`src/rtl/assert_macros.svh`:
```
// Assertion helpers shared by the blitter modules.
// Both expect signals named clk and rst_n in the calling module.
`ifndef ASSERT_MACROS_SVH
`define ASSERT_MACROS_SVH

// The property must hold at every clock edge outside reset.
`define RSB_ASSERT(label, prop, msg) \
  label: assert property (@(posedge clk) disable iff (!rst_n) (prop)) else $error(msg);

// The condition must never be true at a clock edge outside reset.
`define RSB_NEVER(label, cond, msg) \
  label: assert property (@(posedge clk) disable iff (!rst_n) !(cond)) else $error(msg);

`endif

```
`src/rtl/rsb_fifo.sv`:
```
`include "assert_macros.svh"

module rsb_fifo #(
  parameter int WIDTH = 1,
  parameter int DEPTH = 2
) (
  input  logic                           clk,
  input  logic                           rst_n,
  input  logic                           push,
  input  logic [WIDTH-1:0]               push_data,
  input  logic                           pop,
  output logic [WIDTH-1:0]               pop_data,
  output logic                           empty,
  output logic [$clog2(DEPTH+1)-1:0]     count
);

  localparam int PTR_W = (DEPTH > 1) ? $clog2(DEPTH) : 1;
  localparam int CNT_W = $clog2(DEPTH + 1);

  logic [WIDTH-1:0] slot_r [DEPTH];
  logic [PTR_W-1:0] wr_ptr_r, wr_ptr_nxt;
  logic [PTR_W-1:0] rd_ptr_r, rd_ptr_nxt;
  logic [CNT_W-1:0] cnt_r, cnt_nxt;

  always_comb begin
    wr_ptr_nxt = wr_ptr_r;
    rd_ptr_nxt = rd_ptr_r;
    cnt_nxt    = cnt_r;
    if (push) begin
      wr_ptr_nxt = (wr_ptr_r == PTR_W'(DEPTH - 1)) ? '0 : wr_ptr_r + 1'b1;
    end
    if (pop) begin
      rd_ptr_nxt = (rd_ptr_r == PTR_W'(DEPTH - 1)) ? '0 : rd_ptr_r + 1'b1;
    end
    if (push && !pop) begin
      cnt_nxt = cnt_r + 1'b1;
    end else if (pop && !push) begin
      cnt_nxt = cnt_r - 1'b1;
    end
  end

  always_ff @(posedge clk) begin
    if (!rst_n) begin
      wr_ptr_r <= '0;
      rd_ptr_r <= '0;
      cnt_r    <= '0;
    end else begin
      wr_ptr_r <= wr_ptr_nxt;
      rd_ptr_r <= rd_ptr_nxt;
      cnt_r    <= cnt_nxt;
    end
  end

  always_ff @(posedge clk) begin
    if (push) begin
      slot_r[wr_ptr_r] <= push_data;
    end
  end

  assign pop_data = slot_r[rd_ptr_r];
  assign empty    = (cnt_r == '0);
  assign count    = cnt_r;

  // The credit scheme upstream must keep every push inside the storage.
  `RSB_NEVER(a_fifo_no_overflow, push && (cnt_r == CNT_W'(DEPTH)), "queue push while full")
  `RSB_NEVER(a_fifo_no_underflow, pop && (cnt_r == '0), "queue pop while empty")

endmodule

```
`config.mk`:
```
export PLATFORM = sky130hd
export DESIGN_NAME = rsb_fifo
export DESIGN_NICKNAME = d
export VERILOG_FILES = /design/src/rtl/rsb_fifo.sv
export VERILOG_INCLUDE_DIRS = /design/src /design/src/rtl
export SDC_FILE = /design/constraint.sdc
export NUM_CORES = 1
export LEC_CHECK = 0
export BUFFER_PORTS_ARGS = -buffer_cell sky130_fd_sc_hd__buf_2
export CORE_AREA = 2 2 39 41
export DETAILED_ROUTE_END_ITERATION = 8
export DIE_AREA = 0 0 41 43
export GPL_ROUTABILITY_DRIVEN = 0
export PLACE_DENSITY = 0.49
export REMOVE_ABC_BUFFERS = 1
export SKIP_LAST_GASP = 1
export SLEW_MARGIN = 0
export SYNTH_ARGS = -nofsm -noshare
export SYNTH_HDL_FRONTEND = slang
export SYNTH_SLANG_ARGS = --single-unit
```
`constraint.sdc`:
```
create_clock -name clk -period 1.3 [get_ports clk]
set_input_delay 0.26 -clock clk [delete_from_list [all_inputs] [get_ports clk]]
set_output_delay 0.26 -clock clk [all_outputs]
set_load 0.01 [all_outputs]
```
==> flow_summary.toml, run 1 <==
[run_status]
outcome = "complete, no violations"

[timing]
finalSetupViolations = 0
grt_setup_unrepaired = "no"
final-max-slew-violation-count = 0
period_share = 0.962
final.setup_skew_ns = 0.000910
slew_headroom = 0.891
fmax_ghz = 0.799
min_period_ns = 1.25
worst_pin_slew_ns = 0.163
finalSetupTns_ns = 0
hold_viol_final = 0

[routing]
drc = 0
firstDrtPassIters = 2
drt-total-wl_um = 452
ant_nets = 0
vias_per_cell = 3.87
routed-via-count = 205
drt-wirelength-per-cell_um = 8.53
drt_iter0_drc = 1

[finish]
fin_nets = 44
area_growth_pct = 36.9
seq_area_um2 = 160
diodes = 0
n_fill_cell = 155
drive_above_1_share = 0.351
utilization = 0.278
multi_input_area_um2 = 121
design_area_um2 = 385

[clock_network]
clk_path_buf_depth = 2
htree_levels = 1
post_cts.repair.setup_buffers = 0
cts_tree = "built"
cts.reportedPaths.clkPinSlew_ns = 0.05
ctsResizeCount = 0
clock_latency_ns = 0.24
cts.sinks = 7
root_buffer = "clkbuf_4"
cts_buffers = 3
holdBufCountCts = 0

[critical_path]
critPathSlowestCell = "edfxtp_1"
critical-path-top-delay-family = "flip-flops"
path_max_fanout = 1
r2r_slack_ns = 0.25
timing.rr.start = "count[0]$_SDFFE_PN0P_"
slowest_delay_ns = 0.35
path_buf_inv = 1
worstPathCellList = "mux2_4, buf_6"
cp.arrival_ns = 0.99
crit_type = "register to output pin"
worstPathRequired_ns = 1.04
r2r-end = "count[1]$_SDFFE_PN0P_"
start_kind = "register"
ff2ff_path_depth = 3
end_kind = "output pin"

[placed_design]
place_hpwl_um = 366
portBuffers = 8
placed_area_um2 = 349

[run]
maxCapViolCount = 0

[synthesis]
syn_avg_cell_area_um2 = 11.7
synthesis.area_um2 = 282
ys_ff_latch = 7
yosysWarnings = 0
postSynthCellCount = 24
yosysSeqAreaShare = 0.569
yosysUniqueCellTypes = 14

[global_route]
grt_pass1_vias = 198
grt_pass1_wl_um = 786
antenna_found_initial = 0
grt_overflow = 0
grt_use_total = 0.0726
grt_max_degree = 6

[die]
rows = 14
ioPinCount = 9
dieArea_um2 = 1760
die_x_um = 41
initial_core_util = 0.203
die_h_um = 43
coreArea_um2 = 1380

[power_and_ir_drop]
p_per_area_nw_per_um2 = 1430
ir_worst_vdd_v = 0.000613
p_leak_nw = 0.175
total_power_mw = 0.552

[min_path]
whs_endpoint = "slot_r[1]$_DFFE_PP_"
worstHoldStart = "push_data"
hold_path.class = "input port to register"
hold_depth = 1
## kinds of logic after synthesis
family | count (synthesis) | share of synthesized area
XOR/XNOR | 3 | 0.0934
buffers and inverters | 1 | 0.0133
flip-flops | 7 | 0.569
multiplexers | 1 | 0.0400
AND/OR/NAND/NOR | 8 | 0.169
AO/OA/AOI/OAI | 3 | 0.0711
adder cells (fa/ha/maj) | 1 | 0.0444
## routing by layer
layer  GRT usage  vias to the layer above  wire (um)
li1            -                      107          -
met1      0.0912                       84        212
met2      0.0813                       10        177
met3      0.0314                        4         39
met4      0.0800                        0         23
met5           0                        -          0
## stage by stage
| step | setup WS [ns] | hold slack, ns | std cells |
|---|---|---|---|
| 2_1_floorplan | 0.195 | 0.359 | 24 |
| 4_1_cts | 0.0157 | 0.210 | 53 |
| 3_3_place_gp | 0.0684 | 0.453 | 49 |
| 6_report | 0.0492 | 0.218 | 53 |
| 5_1_grt | 0.000625 | 0.210 | 53 |
| 3_5_place_dp | 0.00841 | 0.470 | 49 |
## how the worst max path moves through the flow
| stage | cells after the start | from | to |
|---|---|---|---|
| after floorplan | 4 | pop | count[1]$_SDFFE_PN0P_ |
| after global placement | 6 | pop | count[1]$_SDFFE_PN0P_ |
| after detailed placement | 5 | push | count[1]$_SDFFE_PN0P_ |
| after CTS | 2 | register | pop_data |
| after global routing | 2 | slot_r[0]$_DFFE_PP_ | pop_data |
| final | 2 | slot_r[0]$_DFFE_PP_ | pop_data |
## worst register-to-register path: stages, from the launching register on
cell,delay [ns]
dfxtp_1,0.34
xor2_1,0.17
or3_1,0.31
a21boi_1,0.15
## synthesized netlist by cell type, drive strengths merged
cell / count / area (um^2)
xor2: 2 / 17.5
mux2: 1 / 11.3
and2: 4 / 25.0
or3: 1 / 6.26
ha: 1 / 12.5
edfxtp: 2 / 60.1
xnor2: 1 / 8.76
o21ai: 1 / 5.00
o21a: 1 / 7.51
dfxtp: 5 / 100
nor2b: 2 / 12.5
nor2: 1 / 3.75
inv: 1 / 3.75
a21boi: 1 / 7.51
## area by class of cell
cell class	count	area share
Sequential cell	7	0.416
Inverter	1	0.00974
Timing Repair Buffer	9	0.140
Multi-Input combinational cell	16	0.315
Tap cell	16	0.0519
Clock buffer	4	0.0682
## where the power goes
| part | total, mW | switching [mW] | internal [mW] |
|---|---|---|---|
| Clock | 0.192 | 0.0752 | 0.117 |
| Combinational | 0.0988 | 0.0423 | 0.0565 |
| Sequential | 0.261 | 0.0143 | 0.247 |
| Total | 0.552 | 0.132 | 0.420 |
## cells in the final DEF, fill, tap and decap left out
master	count
nor2b_1	2
xor2_1	2
buf_2	7
o21a_1	1
mux2_4	1
buf_4	1
buf_6	1
clkbuf_1	1
ha_1	1
and2_1	4
or3_1	1
o21ai_0	1
inv_1	1
a21boi_1	1
dfxtp_1	5
edfxtp_1	2
nor2_1	1
clkbuf_4	3
xnor2_1	1
Power figures use the tool's default switching activity.
==> inputs of run 2 (changes only) <==
Settings changed: PLACE_DENSITY 0.49 to 0.5.
Clock period 1.3 ns to 1.1 ns, I/O delays scaled along.
==> flow_summary.toml, run 2 (same netlist as run 1, synthesis figures left out) <==
[timing]
min_period_ns = 1.23
fmax_ghz = 0.816
finalSetupViolations = 1
slew_headroom = 0.889
period_share = 1.11
grt_setup_unrepaired = "yes"
worst_slack_ns = -0.126
final-max-slew-violation-count = 0
finalSetupTns_ns = -0.126
worst_pin_slew_ns = 0.167
hold_viol_final = 0
final.setup_skew_ns = 0.00372

[placed_design]
placed_area_um2 = 357
portBuffers = 8
dp.cells = 50

[global_route]
antenna_found_initial = 0
grt_max_degree = 6
grt_pass1_wl_um = 765
grt_use_total = 0.0734
grt_pass1_vias = 190
grt_overflow = 0

[finish]
drive_above_1_share = 0.421
fin_nets = 45
utilization = 0.286
area_growth_pct = 40.4
seq_area_um2 = 163
diodes = 0
multi_input_area_um2 = 121
n_fill_cell = 154
design_area_um2 = 395
final_cell_mix = "buf_2, and2_1, clkbuf_4, dfxtp_1"
finalNonFillerCells = 54
final_common_cell = "buf_2"

[critical_path]
cp.arrival_ns = 1.01
crit_type = "register to output pin"
critPathLaunch = "slot_r[0]$_DFFE_PP_"
start_kind = "register"
ff2ff_path_depth = 3
end_kind = "output pin"
timing.rr.start = "count[0]$_SDFFE_PN0P_"
path_max_fanout = 1
worstPathRequired_ns = 0.88

[routing]
vias_per_cell = 3.81
ant_nets = 0
drt_iter0_drc = 6
firstDrtPassIters = 2
routed-via-count = 206
drc = 0
drt-total-wl_um = 447
drt-wirelength-per-cell_um = 8.28

[clock_network]
cts_buffers = 3
post_cts.repair.setup_buffers = 0
cts.reportedPaths.clkPinSlew_ns = 0.05
holdBufCountCts = 0
clk_path_buf_depth = 2
cts_tree = "built"
htree_levels = 1
root_buffer = "clkbuf_4"
cts.sinks = 7
clock_latency_ns = 0.25

[die]
die_h_um = 43
coreArea_um2 = 1380
dieArea_um2 = 1760
ioPinCount = 9
rows = 14
initial_core_util = 0.203
die_x_um = 41

[run_status]
outcome = "finished with violations"
violations = "setup timing"

[run]
maxCapViolCount = 0

[power_and_ir_drop]
ir_worst_vdd_v = 0.000428
p_leak_nw = 0.180
p_per_area_nw_per_um2 = 1680

[min_path]
hold_depth = 1
hold_path.class = "input port to register"
worstHoldStart = "push_data"
run 2: changes by cell type in the layout (fill, tap and decap cells not counted), sizes merged:
cell  change
buf       +1
run 2: critical path, stage by stage, from the launching register on:
cell and delay (ns):
edfxtp_1 0.36, mux2_4 0.28, buf_6 0.12
run 2: per-layer routing:
layer | part of all wire | vias up | GRT usage
met4 | 0 | 0 | 0.0800
met2 | 0.37 | 8 | 0.0688
li1 | - | 109 | -
met5 | 0 | - | 0
met3 | 0.11 | 0 | 0.0628
met1 | 0.52 | 89 | 0.0874
run 2: final cells by class:
class                      count  area share
timing repair buffer          10       0.155
multi-input combinational     16       0.307
tap                           16      0.0506
clock buffer                   4      0.0665
inverter                       1     0.00949
sequential                     7       0.411
run 2: what timing repair did:
item / CTS / global route
cloned: 0 / 0
setup endpoints to repair: 1 / 2
gates resized for setup: 3 / 1
run 2: power breakdown:
group / switching (mW) / leakage [nW] / internal (mW)
registers: 0.0177 / 0.0609 / 0.294
clock network: 0.0962 / 0.0150 / 0.139
logic: 0.0491 / 0.104 / 0.0692
run 2: path summary, 6_finish.rpt:
path | slack, ns | to
max | -0.13 | pop_data
min | 0.16 | slot_r[1]$_DFFE_PP_
max reg2reg | 0.09 | count[1]$_SDFFE_PN0P_
min reg2reg | 0.50 | count[1]$_SDFFE_PN0P_
run 2: per-stage QoR:
| stage | setup slack [ns] | power, mW | hold slack [ns] |
|---|---|---|---|
| final | -0.126 | 0.665 | 0.162 |
| after global placement | -0.112 | 0.427 | 0.415 |
| after floorplan | 0.0351 | 0.378 | 0.319 |
| after CTS | -0.137 | 0.676 | 0.153 |
| after global routing | -0.178 | 0.710 | 0.140 |
| after detailed placement | -0.105 | 0.426 | 0.414 |
==> inputs of run 3 (changes only) <==
--- a/config.mk
+++ b/config.mk
@@ -12,5 +12,4 @@
 export DIE_AREA = 0 0 41 43
 export GPL_ROUTABILITY_DRIVEN = 0
-export PLACE_DENSITY = 0.5
 export REMOVE_ABC_BUFFERS = 1
 export SKIP_LAST_GASP = 1
==> constraint.sdc (replaced) <==
create_clock -name clk -period 1.1 [get_ports clk]
set_input_delay 0.22 -clock clk [delete_from_list [all_inputs] [get_ports clk]]
set_output_delay 0.22 -clock clk [all_outputs]
set_load 0.005 [all_outputs]
==> flow_summary.toml, run 3 (same netlist as run 1, synthesis figures left out) <==
[routing]
vias_per_cell = 3.85
drc = 0
firstDrtPassIters = 2
drt-total-wl_um = 472
drt_iter0_drc = 1
ant_nets = 0
drt-wirelength-per-cell_um = 8.74
routed-via-count = 208

[global_route]
grt_pass1_vias = 178
grt_overflow = 0
antenna_found_initial = 0
grt_use_total = 0.0605
grt_max_degree = 6
grt_pass1_wl_um = 648

[critical_path]
path_max_fanout = 1
worstPathRequired_ns = 0.88
crit_type = "register to output pin"
start_kind = "register"
end_kind = "output pin"
cp.arrival_ns = 0.99

[finish]
drive_above_1_share = 0.395
fin_nets = 45
multi_input_area_um2 = 118
seq_area_um2 = 161
utilization = 0.278
final_common_cell = "buf_2"
design_area_um2 = 384
n_fill_cell = 154
final_cell_mix = "buf_2, and2_1, dfxtp_1"
area_growth_pct = 36.4
diodes = 0

[timing]
finalSetupViolations = 1
final-max-slew-violation-count = 0
min_period_ns = 1.21
grt_setup_unrepaired = "yes"
final.setup_skew_ns = 0.00434
worst_pin_slew_ns = 0.202
fmax_ghz = 0.824
slew_headroom = 0.865
worst_slack_ns = -0.113
period_share = 1.10
hold_viol_final = 0

[die]
coreArea_um2 = 1380
rows = 14
die_h_um = 43
ioPinCount = 9
dieArea_um2 = 1760
initial_core_util = 0.203
die_x_um = 41

[run_status]
outcome = "finished with violations"
violations = "setup timing"

[clock_network]
post_cts.repair.setup_buffers = 0
cts.sinks = 7
clk_path_buf_depth = 2
holdBufCountCts = 0
cts.reportedPaths.clkPinSlew_ns = 0.05
root_buffer = "clkbuf_4"
cts_tree = "built"
htree_levels = 1
cts_buffers = 3
clock_latency_ns = 0.25

[placed_design]
placed_area_um2 = 357
portBuffers = 8

[power_and_ir_drop]
p_leak_nw = 0.174
ir_worst_vdd_v = 0.000442
p_per_area_nw_per_um2 = 1680
total_power_mw = 0.645

[run]
maxCapViolCount = 0

[min_path]
hold_path.class = "input port to register"
-- run 3: cell types whose count changed in the layout (fill, tap and decap cells not counted) --
cell / change
buf_2: +1
buf_6: -1
dfxtp_1: +1
dfxtp_2: -1
mux2_2: +1
mux2_4: -1
-- run 3: where the power goes --
part	internal, mW	switching, mW	total, mW
Sequential	0.292	0.0167	0.309
Clock	0.138	0.0945	0.233
Combinational	0.0623	0.0408	0.103
Total	0.493	0.152	0.645
-- run 3: cell type report --
class	count	area share
sequential	7	0.420
multi-input combinational	16	0.306
timing repair buffer	10	0.143
clock buffer	4	0.0684
tap	16	0.0521
inverter	1	0.00977
-- run 3: worst max-delay path, stage by stage, from the launching register on --
cell     delay (ns)
dfxtp_2        0.31
mux2_2         0.31
buf_2          0.12
-- run 3: metal layers --
| metal | GRT usage | vias to the layer above | wire length (um) | part of all wire |
|---|---|---|---|---|
| met5 | 0 | - | 0 | 0 |
| met4 | 0.0600 | 0 | 15 | 0.032 |
| met3 | 0.0314 | 2 | 25 | 0.053 |
| met2 | 0.0781 | 6 | 232 | 0.49 |
| met1 | 0.0654 | 92 | 199 | 0.42 |
| li1 | - | 108 | - | - |
-- run 3: worst paths after layout --
check                                           start                     to  slack, ns  depth (start not counted)
worst max-delay path                         register               pop_data      -0.11                          2
worst min-delay path                        push_data    slot_r[0]$_DFFE_PP_       0.16                          1
worst min register to register  count[1]$_SDFFE_PN0P_  count[1]$_SDFFE_PN0P_       0.50                          2
worst max register to register  count[0]$_SDFFE_PN0P_  count[1]$_SDFFE_PN0P_       0.07                          3
-- run 3: stage by stage --
stage | instances | TNS, ns | hold slack, ns | setup WS [ns]
5_1_grt | 54 | -0.147 | 0.155 | -0.147
4_1_cts | 54 | -0.129 | 0.161 | -0.129
3_5_place_dp | 50 | -0.174 | 0.423 | -0.113
6_report | 54 | -0.113 | 0.163 | -0.113
2_1_floorplan | 24 | 0 | 0.319 | 0.0351
3_3_place_gp | 50 | -0.125 | 0.412 | -0.0767
-- run 3: repair_timing --
action,CTS,global route
setup endpoints to repair,1,1
resized for setup,1,0
gates cloned,0,0
